===== src/hw/rtl/base64_stream_decoder_defines.svh =====
// Assertion macros shared by the decoder RTL.
`ifndef BASE64_STREAM_DECODER_DEFINES_SVH
`define BASE64_STREAM_DECODER_DEFINES_SVH

// Checks a property on every rising clock edge outside reset.
`define B64D_ASSERT(lbl, prop, msg) \
  lbl: assert property (@(posedge clk_i) disable iff (!rst_ni) (prop)) else $error(msg);

// Checks that a condition never holds outside reset.
`define B64D_ASSERT_NEVER(lbl, cond, msg) \
  `B64D_ASSERT(lbl, !(cond), msg)

`endif


===== src/hw/rtl/b64d_pkg.sv =====
package b64d_pkg;

  localparam logic [7:0] SextetInvalid = 8'hFF;
  localparam logic [7:0] SextetPad     = 8'hFE;
  localparam logic [7:0] PadChar       = 8'h3D;  // '='

  localparam int unsigned FifoDepthDefault = 4;

  // One unit of work handed from the front end to the output side.
  typedef struct packed {
    logic [7:0] data0;
    logic [7:0] data1;
    logic [7:0] data2;
    logic [1:0] last_idx;  // index of the final byte to send
    logic       err;       // error result: one zero byte, status set
    logic       eos;       // final byte closes the string
  } cmd_t;

  // Standard alphabet lookup; returns a sextet, SextetPad or SextetInvalid.
  function automatic logic [7:0] char_to_sextet(input logic [7:0] c);
    logic [7:0] r;
    r = SextetInvalid;
    if (c == PadChar) begin
      r = SextetPad;
    end else if (c >= 8'h41 && c <= 8'h5A) begin
      r = c - 8'h41;
    end else if (c >= 8'h61 && c <= 8'h7A) begin
      r = c - 8'h61 + 8'd26;
    end else if (c >= 8'h30 && c <= 8'h39) begin
      r = c - 8'h30 + 8'd52;
    end else if (c == 8'h2B) begin
      r = 8'd62;
    end else if (c == 8'h2F) begin
      r = 8'd63;
    end
    return r;
  endfunction

endpackage


===== src/hw/rtl/b64d_front.sv =====
`include "base64_stream_decoder_defines.svh"

module b64d_front (
  input  logic          clk_i,
  input  logic          rst_ni,
  input  logic          in_valid_i,
  output logic          in_ready_o,
  input  logic [7:0]    text_char_i,
  input  logic          final_char_i,
  input  logic          full_i,
  output logic          push_o,
  output b64d_pkg::cmd_t cmd_o
);

  logic [1:0] pos_q, pos_d;
  logic [5:0] sext_q [3];
  logic       third_pad_q, third_pad_d;
  logic       short_q, short_d;
  logic       discard_q, discard_d;
  logic       accept;
  logic [7:0] v;
  logic       is_pad;
  logic       err;
  logic       wr_sext;

  assign in_ready_o = !full_i;
  assign accept     = in_valid_i && !full_i;
  assign v          = b64d_pkg::char_to_sextet(text_char_i);
  assign is_pad     = (v == b64d_pkg::SextetPad);

  assign err = (v == b64d_pkg::SextetInvalid) || short_q ||
               (is_pad && !pos_q[1]) ||
               ((pos_q == 2'd3) && third_pad_q && !is_pad) ||
               (final_char_i && (pos_q != 2'd3));

  always_comb begin
    pos_d       = pos_q;
    third_pad_d = third_pad_q;
    short_d     = short_q;
    discard_d   = discard_q;
    push_o      = 1'b0;
    wr_sext     = 1'b0;
    cmd_o.data0    = {sext_q[0], sext_q[1][5:4]};
    cmd_o.data1    = {sext_q[1][3:0], sext_q[2][5:2]};
    cmd_o.data2    = {sext_q[2][1:0], v[5:0]};
    cmd_o.last_idx = 2'd2;
    cmd_o.err      = 1'b0;
    cmd_o.eos      = final_char_i;
    if (third_pad_q) begin
      cmd_o.last_idx = 2'd0;
    end else if (is_pad) begin
      cmd_o.last_idx = 2'd1;
    end
    if (accept) begin
      if (discard_q) begin
        if (final_char_i) begin
          discard_d   = 1'b0;
          pos_d       = 2'd0;
          third_pad_d = 1'b0;
          short_d     = 1'b0;
        end
      end else if (err) begin
        push_o         = 1'b1;
        cmd_o.data0    = 8'd0;
        cmd_o.last_idx = 2'd0;
        cmd_o.err      = 1'b1;
        cmd_o.eos      = 1'b1;
        pos_d          = 2'd0;
        third_pad_d    = 1'b0;
        short_d        = 1'b0;
        discard_d      = !final_char_i;
      end else if (pos_q != 2'd3) begin
        wr_sext = 1'b1;
        pos_d   = pos_q + 2'd1;
        if (is_pad) begin
          third_pad_d = 1'b1;
        end
      end else begin
        push_o      = 1'b1;
        pos_d       = 2'd0;
        third_pad_d = 1'b0;
        if (final_char_i) begin
          short_d = 1'b0;
        end else if (third_pad_q || is_pad) begin
          short_d = 1'b1;
        end
      end
    end
  end

  always_ff @(posedge clk_i or negedge rst_ni) begin
    if (!rst_ni) begin
      pos_q       <= 2'd0;
      third_pad_q <= 1'b0;
      short_q     <= 1'b0;
      discard_q   <= 1'b0;
    end else begin
      pos_q       <= pos_d;
      third_pad_q <= third_pad_d;
      short_q     <= short_d;
      discard_q   <= discard_d;
    end
  end

  // Pad in the third slot leaves zero bits behind.
  always_ff @(posedge clk_i) begin
    if (wr_sext) begin
      sext_q[pos_q] <= is_pad ? 6'd0 : v[5:0];
    end
  end

  `B64D_ASSERT(discard_at_group_start, discard_q |-> (pos_q == 2'd0), "discard mid-group")
  `B64D_ASSERT(pad_only_before_slot3, third_pad_q |-> (pos_q == 2'd3), "stale third pad")

endmodule


===== src/hw/rtl/b64d_fifo.sv =====
`include "base64_stream_decoder_defines.svh"

module b64d_fifo #(
  parameter int unsigned Width = 8,
  parameter int unsigned Depth = 4
) (
  input  logic             clk_i,
  input  logic             rst_ni,
  input  logic             push_i,
  input  logic [Width-1:0] wdata_i,
  input  logic             pop_i,
  output logic [Width-1:0] rdata_o,
  output logic             full_o,
  output logic             empty_o
);

  localparam int unsigned PtrW = (Depth > 1) ? $clog2(Depth) : 1;
  localparam int unsigned CntW = $clog2(Depth + 1);

  logic [Width-1:0] mem_q [Depth];
  logic [PtrW-1:0]  wr_ptr_q, rd_ptr_q;
  logic [CntW-1:0]  count_q;

  assign full_o  = (count_q == CntW'(Depth));
  assign empty_o = (count_q == '0);
  assign rdata_o = mem_q[rd_ptr_q];

  always_ff @(posedge clk_i or negedge rst_ni) begin
    if (!rst_ni) begin
      wr_ptr_q <= '0;
      rd_ptr_q <= '0;
      count_q  <= '0;
    end else begin
      if (push_i) begin
        wr_ptr_q <= (wr_ptr_q == PtrW'(Depth - 1)) ? '0 : wr_ptr_q + PtrW'(1);
      end
      if (pop_i) begin
        rd_ptr_q <= (rd_ptr_q == PtrW'(Depth - 1)) ? '0 : rd_ptr_q + PtrW'(1);
      end
      if (push_i && !pop_i) begin
        count_q <= count_q + CntW'(1);
      end else if (pop_i && !push_i) begin
        count_q <= count_q - CntW'(1);
      end
    end
  end

  always_ff @(posedge clk_i) begin
    if (push_i) begin
      mem_q[wr_ptr_q] <= wdata_i;
    end
  end

  `B64D_ASSERT_NEVER(no_push_when_full, push_i && full_o, "push into full queue")
  `B64D_ASSERT_NEVER(no_pop_when_empty, pop_i && empty_o, "pop from empty queue")

endmodule


===== src/hw/rtl/b64d_back.sv =====
`include "base64_stream_decoder_defines.svh"

module b64d_back (
  input  logic           clk_i,
  input  logic           rst_ni,
  input  b64d_pkg::cmd_t cmd_i,
  input  logic           empty_i,
  output logic           pop_o,
  output logic           out_valid_o,
  input  logic           out_ready_i,
  output logic [7:0]     data_byte_o,
  output logic           status_o,
  output logic           eos_o
);

  logic [1:0] idx_q, idx_d;
  logic       out_valid_q, out_valid_d;
  logic [7:0] data_q;
  logic       status_q;
  logic       eos_q;
  logic       load;
  logic       last_byte;
  logic [7:0] sel_byte;

  assign load      = !empty_i && (!out_valid_q || out_ready_i);
  assign last_byte = (idx_q == cmd_i.last_idx);
  assign pop_o     = load && last_byte;

  always_comb begin
    unique case (idx_q)
      2'd0:    sel_byte = cmd_i.data0;
      2'd1:    sel_byte = cmd_i.data1;
      default: sel_byte = cmd_i.data2;
    endcase
  end

  always_comb begin
    idx_d       = idx_q;
    out_valid_d = out_valid_q;
    if (load) begin
      out_valid_d = 1'b1;
      idx_d       = last_byte ? 2'd0 : idx_q + 2'd1;
    end else if (out_ready_i) begin
      out_valid_d = 1'b0;
    end
  end

  always_ff @(posedge clk_i or negedge rst_ni) begin
    if (!rst_ni) begin
      idx_q       <= 2'd0;
      out_valid_q <= 1'b0;
    end else begin
      idx_q       <= idx_d;
      out_valid_q <= out_valid_d;
    end
  end

  always_ff @(posedge clk_i) begin
    if (load) begin
      data_q   <= sel_byte;
      status_q <= cmd_i.err;
      eos_q    <= cmd_i.eos && last_byte;
    end
  end

  assign out_valid_o = out_valid_q;
  assign data_byte_o = data_q;
  assign status_o    = status_q;
  assign eos_o       = eos_q;

  `B64D_ASSERT(mid_cmd_has_head, (idx_q != 2'd0) |-> !empty_i, "byte index without command")

endmodule


===== src/hw/rtl/base64_stream_decoder.sv =====
// Base64 stream decoder (standard alphabet, '=' padding). The slave stream
// carries one encoded character per transaction, with tlast on the final
// character of a string; the master stream carries one decoded byte per
// transaction, with tlast on the last byte of a string and tuser set on an
// error result. The block accepts one character every clock cycle while
// the command queue has room, and sends one byte every clock cycle while
// tready is high and bytes are waiting; a group of four characters yields
// at most three bytes, so the output side keeps up with a full-rate input.
// Each decoded byte passes through the command queue and then the output
// register. s_axis_tready falls only while the command queue holds
// FifoDepth entries, which with the default depth happens only when the
// master side holds tready low. The front end classifies characters and
// tracks the group; each completed group or error becomes one entry in a
// short command queue (FifoDepth entries), and the output side drains it
// a byte at a time into a registered output stage. Malformed text (an
// invalid character, misplaced padding, text after a padded group, or a
// string that ends mid-group) produces a single zero byte with tuser and
// tlast set, after which input is dropped up to and including the
// character marked tlast; the consumer should discard any bytes it already
// received for that string.
module base64_stream_decoder #(
  parameter int unsigned FifoDepth = b64d_pkg::FifoDepthDefault
) (
  input  logic       clk_i,
  input  logic       rst_ni,
  // Encoded character stream.
  input  logic       s_axis_tvalid_i,
  output logic       s_axis_tready_o,
  input  logic [7:0] s_axis_tdata_i,   // [7:0] text_char
  input  logic       s_axis_tlast_i,   // final_char
  // Decoded byte stream.
  output logic       m_axis_tvalid_o,
  input  logic       m_axis_tready_i,
  output logic [7:0] m_axis_tdata_o,   // [7:0] data_byte
  output logic       m_axis_tuser_o,   // [0] status: 1 marks an error result
  output logic       m_axis_tlast_o    // end_of_string
);

  b64d_pkg::cmd_t push_cmd;
  b64d_pkg::cmd_t head_cmd;
  logic           push;
  logic           pop;
  logic           full;
  logic           empty;

  // Front end: classifies and groups one char per cycle unless queue is full.
  b64d_front u_front (
    .clk_i        (clk_i),
    .rst_ni       (rst_ni),
    .in_valid_i   (s_axis_tvalid_i),
    .in_ready_o   (s_axis_tready_o),
    .text_char_i  (s_axis_tdata_i),
    .final_char_i (s_axis_tlast_i),
    .full_i       (full),
    .push_o       (push),
    .cmd_o        (push_cmd)
  );

  // Command queue that decouples the character side from the byte side.
  b64d_fifo #(
    .Width ($bits(b64d_pkg::cmd_t)),
    .Depth (FifoDepth)
  ) u_fifo (
    .clk_i   (clk_i),
    .rst_ni  (rst_ni),
    .push_i  (push),
    .wdata_i (push_cmd),
    .pop_i   (pop),
    .rdata_o (head_cmd),
    .full_o  (full),
    .empty_o (empty)
  );

  // Output side: serializes each command into bytes behind an output register.
  b64d_back u_back (
    .clk_i       (clk_i),
    .rst_ni      (rst_ni),
    .cmd_i       (head_cmd),
    .empty_i     (empty),
    .pop_o       (pop),
    .out_valid_o (m_axis_tvalid_o),
    .out_ready_i (m_axis_tready_i),
    .data_byte_o (m_axis_tdata_o),
    .status_o    (m_axis_tuser_o),
    .eos_o       (m_axis_tlast_o)
  );

endmodule

===== config.mk =====
export PLATFORM = sky130hd
export DESIGN_NAME = base64_stream_decoder
export DESIGN_NICKNAME = d
export VERILOG_FILES = /design/src/hw/rtl/b64d_pkg.sv /design/src/hw/rtl/b64d_front.sv /design/src/hw/rtl/b64d_fifo.sv /design/src/hw/rtl/b64d_back.sv /design/src/hw/rtl/base64_stream_decoder.sv
export VERILOG_INCLUDE_DIRS = /design/src /design/src/hw/rtl
export SDC_FILE = /design/constraint.sdc
export NUM_CORES = 1
export LEC_CHECK = 0
export BUFFER_PORTS_ARGS = -buffer_cell sky130_fd_sc_hd__buf_2
export CAP_MARGIN = 20
export CORE_ASPECT_RATIO = 1.1
export CORE_MARGIN = 1.5
export CORE_UTILIZATION = 60
export CTS_CLUSTER_SIZE = 28
export DETAILED_ROUTE_END_ITERATION = 16
export PLACE_DENSITY = 0.79
export SYNTH_ARGS = -nofsm -noshare
export SYNTH_HDL_FRONTEND = slang
export SYNTH_SLANG_ARGS = --single-unit

===== constraint.sdc =====
create_clock -name clk_i -period 3.45 [get_ports clk_i]
set_input_delay 0 -clock clk_i [delete_from_list [all_inputs] [get_ports clk_i]]
set_output_delay 0 -clock clk_i [all_outputs]
set_load 0.05 [all_outputs]

* Word level (Yosys, flattened, before mapping)
Memories as Yosys holds them, arrays and structs flattened. Index checks and enable logic that the tools add are counted. W data, S select, Z words.
Operators by class: multiplexer cells 52, divide/modulo/power cells 0, reductions and logical operators 35, shifts and indexed selects 0, magnitude comparators 6, bitwise gates (word level) 0, equality and inequality tests 15, $add $sub $neg 11, multipliers 0
Operators by type and width (number):
- $mux W8 | 9
- $mux W1 | 27
- $eq A8 B6 Y1 const B | 3
- $mux W2 | 9
- $eq A8 B8 Y1 const B | 2
- $ge A8 B7 Y1 const B | 2
- $le A8 B7 Y1 const B | 2
- $pmux W8 S2 | 1
- $sub A8 B7 Y8 const B | 2
- $logic_and A1 B1 Y1 | 13
- $mux W4 | 3
- $add A2 B1 Y2 const B | 4
- $add A8 B5 Y8 const B | 1
- $add A8 B6 Y8 const B | 1
- $ge A8 B6 Y1 const B | 1
- $le A8 B6 Y1 const B | 1
- $logic_not A1 Y1 | 8
- $sub A8 B6 Y8 const B | 1
- $eq A2 B2 Y1 const B | 3
- $logic_or A1 B1 Y1 | 6
- $mux W3 | 2
- $mux W6 | 1
- $ne A2 B2 Y1 const B | 2
- $ne A4 B1 Y1 const B | 1
- 13 further kinds | 14
Word-level totals: flip-flop bits (word level) 25, latch bits 0, input bits 13, word-level logic and storage cells 133, memory bits (read-only) 0, memories 2, output and inout bits 12, RAM bits 130
Memories:
- u_fifo.mem_q | words 4, width 28, rd ports 1, clocked after Yosys merged registers in 0, write ports 1, RTL line b64d_fifo.sv:20 | logic [Width-1:0] mem_q [Depth];
- u_front.sext_q | words 3, width 6, rd ports 3, clocked after Yosys merged registers in 0, write ports 1, RTL line b64d_front.sv:16 | logic [5:0] sext_q [3];

* Logic depth before layout (Yosys ltp)
Gate-level depths: netlist of run 1.
depth in word-level cells 19, mapped depth 13, mapped depth without buffers 12

* By module
A second synthesis of run 1 with hierarchy kept.
Second synthesis, totals: cells, all modules 404, area total of the unflattened synthesis 6734.0 sq um
By module, submodules not included:
- b64d_fifo | times used 1, area an instance 4454.3 sq um, sequential area each 3538.4 sq um, cells each 183
- b64d_front | times used 1, area an instance 1629.1 sq um, sequential area each 665.6 sq um, cells each 161
- b64d_back | times used 1, area an instance 650.6 sq um, sequential area each 375.4 sq um, cells each 60

* Worst setup path before layout of run 1
Ideal clock, no wire load.
path kind register -> register, from register u_back.out_valid_q (netlist: u_back.out_valid_o), to register u_fifo.count_q[1], library setup time 0.125 ns, path buffers 0, stages on the path, launching flop included 7, path slack 0.811 ns, arrival 2.514 ns, clock period less this slack 2.639 ns, required time 3.325 ns, cell sequence dfrtp_1 -> a21oi_1 -> nand3_2 -> ha_1 -> inv_1 -> fa_1 -> mux2_2
On the way: cells in the longest elaborated chain, start to end 7, elaborated cells between the ends (all ways) 9, those cells by class mux: 1; reduce/logical: 8
Ends and longest elaborated chain:
- start: declaration | RTL line b64d_back.sv:17 | logic out_valid_q, out_valid_d;
- start signal: assignment | RTL line b64d_back.sv:54 | out_valid_q <= out_valid_d;
- $logic_not A1 Y1 * | RTL line b64d_back.sv:25 | assign load = !empty_i && (!out_valid_q || out_ready_i);
- $logic_or A1 B1 Y1 * | RTL line b64d_back.sv:25
- $logic_and A1 B1 Y1 * | RTL line b64d_back.sv:25
- via u_back.load | RTL line b64d_back.sv:21 | logic load;
- $logic_and A1 B1 Y1 * | RTL line b64d_back.sv:27 | assign pop_o = load && last_byte;
- $logic_not A1 Y1 | RTL line b64d_fifo.sv:40 | if (push_i && !pop_i) begin
- $logic_and A1 B1 Y1 | RTL line b64d_fifo.sv:40
- $mux W3 or $reduce_bool A2 Y1 (tied branches)
- end signal: assignment | RTL line b64d_fifo.sv:41 | count_q <= count_q + CntW'(1);
- end signal: assignment | RTL line b64d_fifo.sv:43 | count_q <= count_q - CntW'(1);
- end: declaration | RTL line b64d_fifo.sv:22 | logic [CntW-1:0] count_q;
The timed path passes the listed nets; every way through them passes the cells marked *. A chain may end at the register's enable or synchronous reset.

* Worst setup path in the final report of run 1
from register u_fifo.rd_ptr_q[0], to register u_fifo.count_q[2]
On the way: cells in the longest elaborated chain, start to end 6, elaborated cells between the ends (all ways) 8, those cells by class eq/ne: 1; mux: 1; reduce/logical: 5; memory: 1
Ends and longest elaborated chain:
- start: declaration | RTL line b64d_fifo.sv:21 | logic [PtrW-1:0] wr_ptr_q, rd_ptr_q;
- start signal: assignment | RTL line b64d_fifo.sv:38 | rd_ptr_q <= (rd_ptr_q == PtrW'(Depth - 1)) ? '0 : rd_ptr_q + PtrW'(1);
- $mem_v2 Z4 W28 *
- $eq A2 B2 Y1 * | RTL line b64d_back.sv:26 | assign last_byte = (idx_q == cmd_i.last_idx);
- $logic_and A1 B1 Y1 * | RTL line b64d_back.sv:27
- $logic_not A1 Y1 | RTL line b64d_fifo.sv:40
- $logic_and A1 B1 Y1 | RTL line b64d_fifo.sv:40
- $mux W3 or $reduce_bool A2 Y1 (tied branches)
Every way passes the cells marked *; elsewhere a longest branch is shown, timed or not.

==> flow_summary.ini, run 1 <==
[timing]
rsz0062_at_grt = false
final.setup.tns_ns = 0
layout_setup_ws_ns = 0.769
setup_viol = 0
relSlewSlack_pct = 35.6
fin_crit_sh_pct = 77.7
skew_ns = 0.00789
hold_violations = 0
timing.fmax_mhz = 373
tightest_slew_ns = 0.963
slew_viol_final = 0
post-route-min-period_ns = 2.68

[route]
firstDrtPassIters = 5
drc = 0
ant_nets = 0
drt-vias-per-instance = 6.09
vias = 3539
wl_um = 12700
wl_per_cell_um = 21.8
drt_iter0_drc = 341

[floorplanning]
coreArea_um2 = 11000
pin_count = 25
num_rows = 40
fp.dieH_um = 114
die_w_um = 104
dieArea_um2 = 11900
start_util_pct = 61.8

[placed_design]
io_buffers = 24
pre_cts_slack_ns = 0.695
dpl.hpwl_um = 7490
gp_congestion = 0.871

[yosys]
synth_top_area_share_pct = 62.1
synthArstFlopShare_pct = 9.68
synth.most_common_cell = edfxtp_1
yosys-top-cells-count = 140 x edfxtp_1, 28 x mux4_2, 20 x ha_1, 18 x inv_1, 15 x dfrtp_1
synth-seq-area-share_pct = 67.6
ys.flop_type = edfxtp_1
synth-edff-count = 140
ys_types = 68
synthTopCellsByArea = edfxtp_1 62%, mux4_2 9.3%, dfrtp_1 5.5%, ha_1 3.7%, and2_1 1.3%
yosysWarnings = 0
synthCells = 382
syn_nets = 416
synth.ff_latch_count = 155
syn_area_um2 = 6770
yosysTopAreaCell = edfxtp_1
syn_area_per_cell_um2 = 17.7

[clocking]
cts_setup_buffers = 0
clkSlewWorstSetupHoldPaths_ns = 0.06
cts_tree = done
cts.sinks = 155
cts-root-buf = clkbuf_16
clkLatencyLatePin_ns = 0.42
cts_resized = 0
ctsLongestPathBuffers = 2
postCtsHoldBufs = 3
htreeDepth = 4
cts_buffers = 17

[pwr]
p_per_area_nw_per_um2 = 783
ir_drop_uv = 351
p_leak_uw = 0.00268

[layout]
drive_gt1_share_pct = 27.2
syn_to_final_growth_pct = 12.7
antennaDiodeCount = 0
n_fill_cell = 671
final_nets = 455

[critical_path]
crit_required_ns = 3.79
end_kind = flip-flop
critical_path_class = reg -> reg
worstPathArrival_ns = 3.02
cp-start-kind = flip-flop
crit_fanout = 11

[grt]
grt_pass1_vias = 3693
antenna_found_initial = 0
grt_pass1_wl_um = 20100
grt_max_degree = 29
grtUsageTotal_pct = 23.1
overflow = 0

[run_status]
status = finished, final reports clean

[worst_hold_path]
hold_path.class = in -> async

[flow_run]
max_cap_violations = 0
==> per-layer routing <==
layer | vias to the layer above | wire length, µm | track usage [%]
met5 | - | 0 | 0
li1 | 1577 | - | -
met4 | 0 | 224 | 9.44
met2 | 128 | 6690 | 39.3
met1 | 1814 | 5080 | 28.8
met3 | 20 | 659 | 5.52
==> area by class of cell <==
cell class                 count  area (µm²)  share of cell area, %
clock buffer                  17         425                   5.57
clock inverter                15         138                   1.80
inverter                      19        73.8                  0.967
multi-input combinational    192        2010                   26.4
sequential                   155        4580                   60.0
tap                          147         184                   2.41
timing repair buffer          36         218                   2.85
==> worst max-delay path, cell delays in order (launching register included) <==
cell,delay (ns)
dfrtp_2,0.61
mux4_2,0.59
xnor2_2,0.17
nand3_2,0.13
ha_1,0.19
inv_1,0.07
fa_1,0.42
xor2_1,0.17
nor2_1,0.11
xor2_1,0.14
==> power by group <==
part           total, µW  internal [µW]  leakage, µW  switching, µW
Sequential          2540           2370      0.00144            167
Combinational       1680            698     0.000957            981
Clock               1760           1010     0.000279            755
==> sequential cells by signal, summed over array words and instances, names as in the netlist, 2 cells and up <==
signal / cells
u_back.data_byte_o: 8
u_back.idx_q: 2
u_fifo.count_q: 3
u_fifo.mem_q: 112
u_fifo.rd_ptr_q: 2
u_fifo.wr_ptr_q: 2
u_front.pos_q: 2
u_front.sext_q: 18
==> kinds of logic (layout without fill, tap and decap cells) <==
group | Yosys count | count (layout) | share of synthesized area, %
flip-flops | 155 | 155 | 67.6
adder cells (fa/ha/maj) | 21 | 21 | 3.99
AO/OA/AOI/OAI | 48 | 48 | 6.39
XOR/XNOR | 8 | 8 | 1.26
AND/OR/NAND/NOR | 82 | 82 | 7.85
buffers and inverters | 35 | 87 | 2.66
multiplexers | 33 | 33 | 10.3
==> stage by stage <==
step	std cells	area, µm²	total power [µW]	util, %	hold slack [ns]
finish	581	7630	5980	69.6	0.0424
global placement	546	7040	4170	64.2	-0.0679
floorplan	382	6770	3840	-	-0.296
global route	581	7630	6230	69.6	0.0609
detailed placement	546	7040	4220	64.2	-0.0602
CTS	581	7630	6020	69.6	0.0270
==> path summary, 6_finish.rpt <==
kind / startpoint / cells after the start / endpoint / slack (ns)
min in group clk_i: s_axis_tvalid_i / 3 / u_front.discard_q / 0.05
hold / removal: rst_ni / 2 / u_back.out_valid_o / 0.04
max in group asynchronous: rst_ni / 2 / u_fifo.rd_ptr_q[0] / 3.11
hold reg to reg: u_front.sext_q[2][4] / 0 / u_fifo.mem_q[3][14] / 0.50
setup reg to reg: u_fifo.rd_ptr_q[0] / 9 / u_fifo.count_q[2] / 0.77
setup / recovery: u_fifo.rd_ptr_q[0] / 9 / u_fifo.count_q[2] / 0.77
==> cells in the final DEF, fill, tap and decap left out, types with 3 or more instances in the layout <==
master | netlist | routed
a221o_1 | 8 | 8
buf_2 | 4 | 24
nor2_1 | 11 | 11
nor4_1 | 5 | 5
o22ai_1 | 3 | 3
buf_4 | 3 | 9
nor2b_1 | 10 | 10
clkbuf_16 | 0 | 17
xnor2_1 | 4 | 4
dlygate4sd3_1 | 0 | 3
inv_1 | 18 | 18
and2_1 | 14 | 14
nand2_1 | 11 | 11
edfxtp_1 | 140 | 140
o21ai_0 | 8 | 8
ha_1 | 20 | 20
inv_6 | 0 | 6
clkinv_2 | 0 | 3
nand3_1 | 5 | 5
a21oi_1 | 5 | 5
mux4_2 | 28 | 28
dfrtp_1 | 15 | 14
(Power assumes the default switching activity.)
==> run 2, diff against run 1 <==
--- a/config.mk
+++ b/config.mk
@@ -6,6 +6,7 @@
 export SDC_FILE = /design/constraint.sdc
 export NUM_CORES = 1
 export LEC_CHECK = 0
+export ABC_AREA = 1
 export BUFFER_PORTS_ARGS = -buffer_cell sky130_fd_sc_hd__buf_2
 export CAP_MARGIN = 20
 export CORE_ASPECT_RATIO = 1.1
==> constraint.sdc (replaced) <==
create_clock -name clk_i -period 2.5 [get_ports clk_i]
set_input_delay 0 -clock clk_i [delete_from_list [all_inputs] [get_ports clk_i]]
set_output_delay 0 -clock clk_i [all_outputs]
set_load 0.05 [all_outputs]
==> flow_summary.ini, run 2 <==
[run_status]
status = finished, final reports clean

[yosys]
yosysTopAreaCell = edfxtp_1
synth-compound-area-share_pct = 9.79
syn_area_per_cell_um2 = 11.5
yosys-top-cells-count = 140 x edfxtp_1, 85 x nor2_1, 68 x nand2_1, 67 x o21ai_0, 52 x inv_1
yosysWarnings = 0
synthArstFlopShare_pct = 9.68
synth.most_common_cell = edfxtp_1
synth_fa_ha_area_share_pct = 3.84
synth_top_family_by_area = simple AND/OR/NAND/NOR gates
syn_nets = 647
synth_xor_area_share_pct = 1.24
synthCells = 613
synth_top_area_share_pct = 59.7
yosys.area_share.simple_pct = 15.2
synth.ff_latch_count = 155
synthTopCellsByArea = edfxtp_1 60%, dfrtp_1 5.3%, o21ai_0 4.8%, nor2_1 4.5%, nand2_1 3.6%
ys_types = 39
synth-edff-count = 140
synth-seq-area-share_pct = 65.0
ys.flop_type = edfxtp_1
syn_area_um2 = 7040
synthMuxAreaShare_pct = 0

[grt]
met3_usage_pct = 4.91
grt_max_degree = 43
grtUsageTotal_pct = 27.0
met2_usage_pct = 48.4
use_met1_pct = 31.5
overflow = 0
antenna_found_initial = 0
busiest_layer = met2
grt_pass1_vias = 4882
grt_pass1_wl_um = 24700

[floorplanning]
dieArea_um2 = 12400
start_util_pct = 61.6
fp.dieH_um = 117
die_w_um = 106
num_rows = 41
coreArea_um2 = 11400
pin_count = 25

[timing]
fin_crit_sh_pct = 98.4
timing.fmax_mhz = 407
tightest_slew_ns = 0.516
post-route-min-period_ns = 2.46
hold_violations = 0
slew_viol_final = 0
layout_setup_ws_ns = 0.0402
skew_ns = 0.0116
relSlewSlack_pct = 65.5
setup_viol = 0

[critical_path]
rr_startpoint = u_fifo.rd_ptr_q[0]
startpoint = u_fifo.rd_ptr_q[0]
worstPathArrival_ns = 2.75
critical_path_class = reg -> reg
crit_required_ns = 2.79
end_kind = flip-flop
crit_fanout = 4
cp-start-kind = flip-flop

[placed_design]
gp_congestion = 0.830
io_buffers = 24
pre_cts_slack_ns = -0.164
dpl.hpwl_um = 10200

[pwr]
p_per_area_nw_per_um2 = 1150
p_leak_uw = 0.00326
power_uw = 9690
ir_drop_uv = 771

[layout]
syn_to_final_growth_pct = 20.0
final_common_cell = edfxtp_1
fin_util_pct = 73.9
largest_register_ffs = 112
final_nets = 725
drive_gt1_share_pct = 24.9
largest-register = u_fifo.mem_q
final_cell_mix = 140 x edfxtp_1, 79 x nor2_1, 67 x nand2_1, 63 x o21ai_0, 49 x buf_4
antennaDiodeCount = 0

[route]
ant_nets = 0
wl_per_cell_um = 19.0
wl_um = 16200
drt_iter0_drc = 476
drc = 0
firstDrtPassIters = 5
drt-vias-per-instance = 5.80
vias = 4947

[clocking]
clkSlewWorstSetupHoldPaths_ns = 0.06
ctsLongestPathBuffers = 2
clkLatencyLatePin_ns = 0.42
htreeDepth = 4
cts-root-buf = clkbuf_16
cts_tree = done
cts_buffers = 17
cts.sinks = 155

[flow_run]
max_cap_violations = 0

[worst_hold_path]
hold_path.class = in -> async
==> run 2: cell count changes in the layout (fill, tap and decap cells not counted), sizes merged, moves of 30 or more <==
| cell | delta |
|---|---|
| buf | +45 |
| nor2 | +87 |
| nand3 | +30 |
| nand2 | +68 |
| inv | +37 |
| o21ai | +60 |
==> run 2: report_power, final <==
| group | internal, µW | switching (µW) | leakage, µW | total, µW |
|---|---|---|---|---|
| combinational | 1090 | 2330 | 0.00151 | 3420 |
| clock | 1680 | 1010 | 0.000299 | 2680 |
| sequential | 3400 | 186 | 0.00145 | 3590 |
==> run 2: kinds of logic after synthesis <==
| kind of cell | Yosys count |
|---|---|
| DFF | 155 |
| AOI/OAI and AO/OA | 122 |
| adders and majority gates | 21 |
| xor gates and xnor gates | 10 |
| and+or+nand+nor | 220 |
| buffers and inverters | 85 |
==> run 2: area by class of cell <==
cell class | instances | area, µm²
Inverter | 62 | 241
Tap cell | 150 | 188
Sequential cell | 155 | 4580
Clock inverter | 13 | 191
Clock buffer | 18 | 429
Multi-Input combinational cell | 373 | 2210
Fill cell | 682 | 2980
Timing Repair Buffer | 82 | 619
==> run 2: routing by layer <==
layer | share of wire (%) | vias to the layer above
met3 | 6.0 | 35
met4 | 2.8 | 0
met2 | 53 | 235
li1 | - | 2282
met5 | 0 | -
met1 | 38 | 2395
==> run 2: worst paths after layout <==
path	cells past startpoint	endpoint	slack, ns
min in group clk_i	3	u_front.sext_q[1][0]	0.18
max in group asynchronous	2	u_fifo.rd_ptr_q[0]	2.15
min	2	u_back.idx_q[1]	0.06
min reg2reg	2	u_front.short_q	0.48
max	12	u_fifo.count_q[1]	0.04
max reg2reg	12	u_fifo.count_q[1]	0.04
==> run 2: worst max-delay path, cell delays in order, from the launching register on <==
cell	delay [ns]
dfrtp_2	0.45
buf_4	0.16
o21ai_1	0.18
o22ai_2	0.11
xor2_1	0.23
nand2_2	0.13
nor2_4	0.12
inv_1	0.08
ha_1	0.19
inv_2	0.07
fa_2	0.43
nor2_2	0.13
a21oi_1	0.06
==> run 2: what timing repair did <==
item / in CTS / in global routing
endpoints found under the setup margin: 1 / 2
hold endpoints to repair: 18 / 0
pin swaps: 0 / 4
gates resized for setup: 4 / 13
setup buffers: 2 / 5
hold buffers: 4 / 0
cloned: 0 / 0
==> run 2: through the flow <==
stage | setup TNS [ns] | cells | cell area (µm²) | hold slack, ns
2_1_floorplan | -2.63 | 613 | 7100 | -0.296
3_3_place_gp | -0.0359 | 811 | 7710 | -0.0688
3_5_place_dp | -0.221 | 811 | 7710 | -0.0554
4_1_cts | 0 | 848 | 8390 | 0.0513
5_1_grt | -0.0601 | 853 | 8460 | 0.0825
6_report | 0 | 853 | 8460 | 0.0583
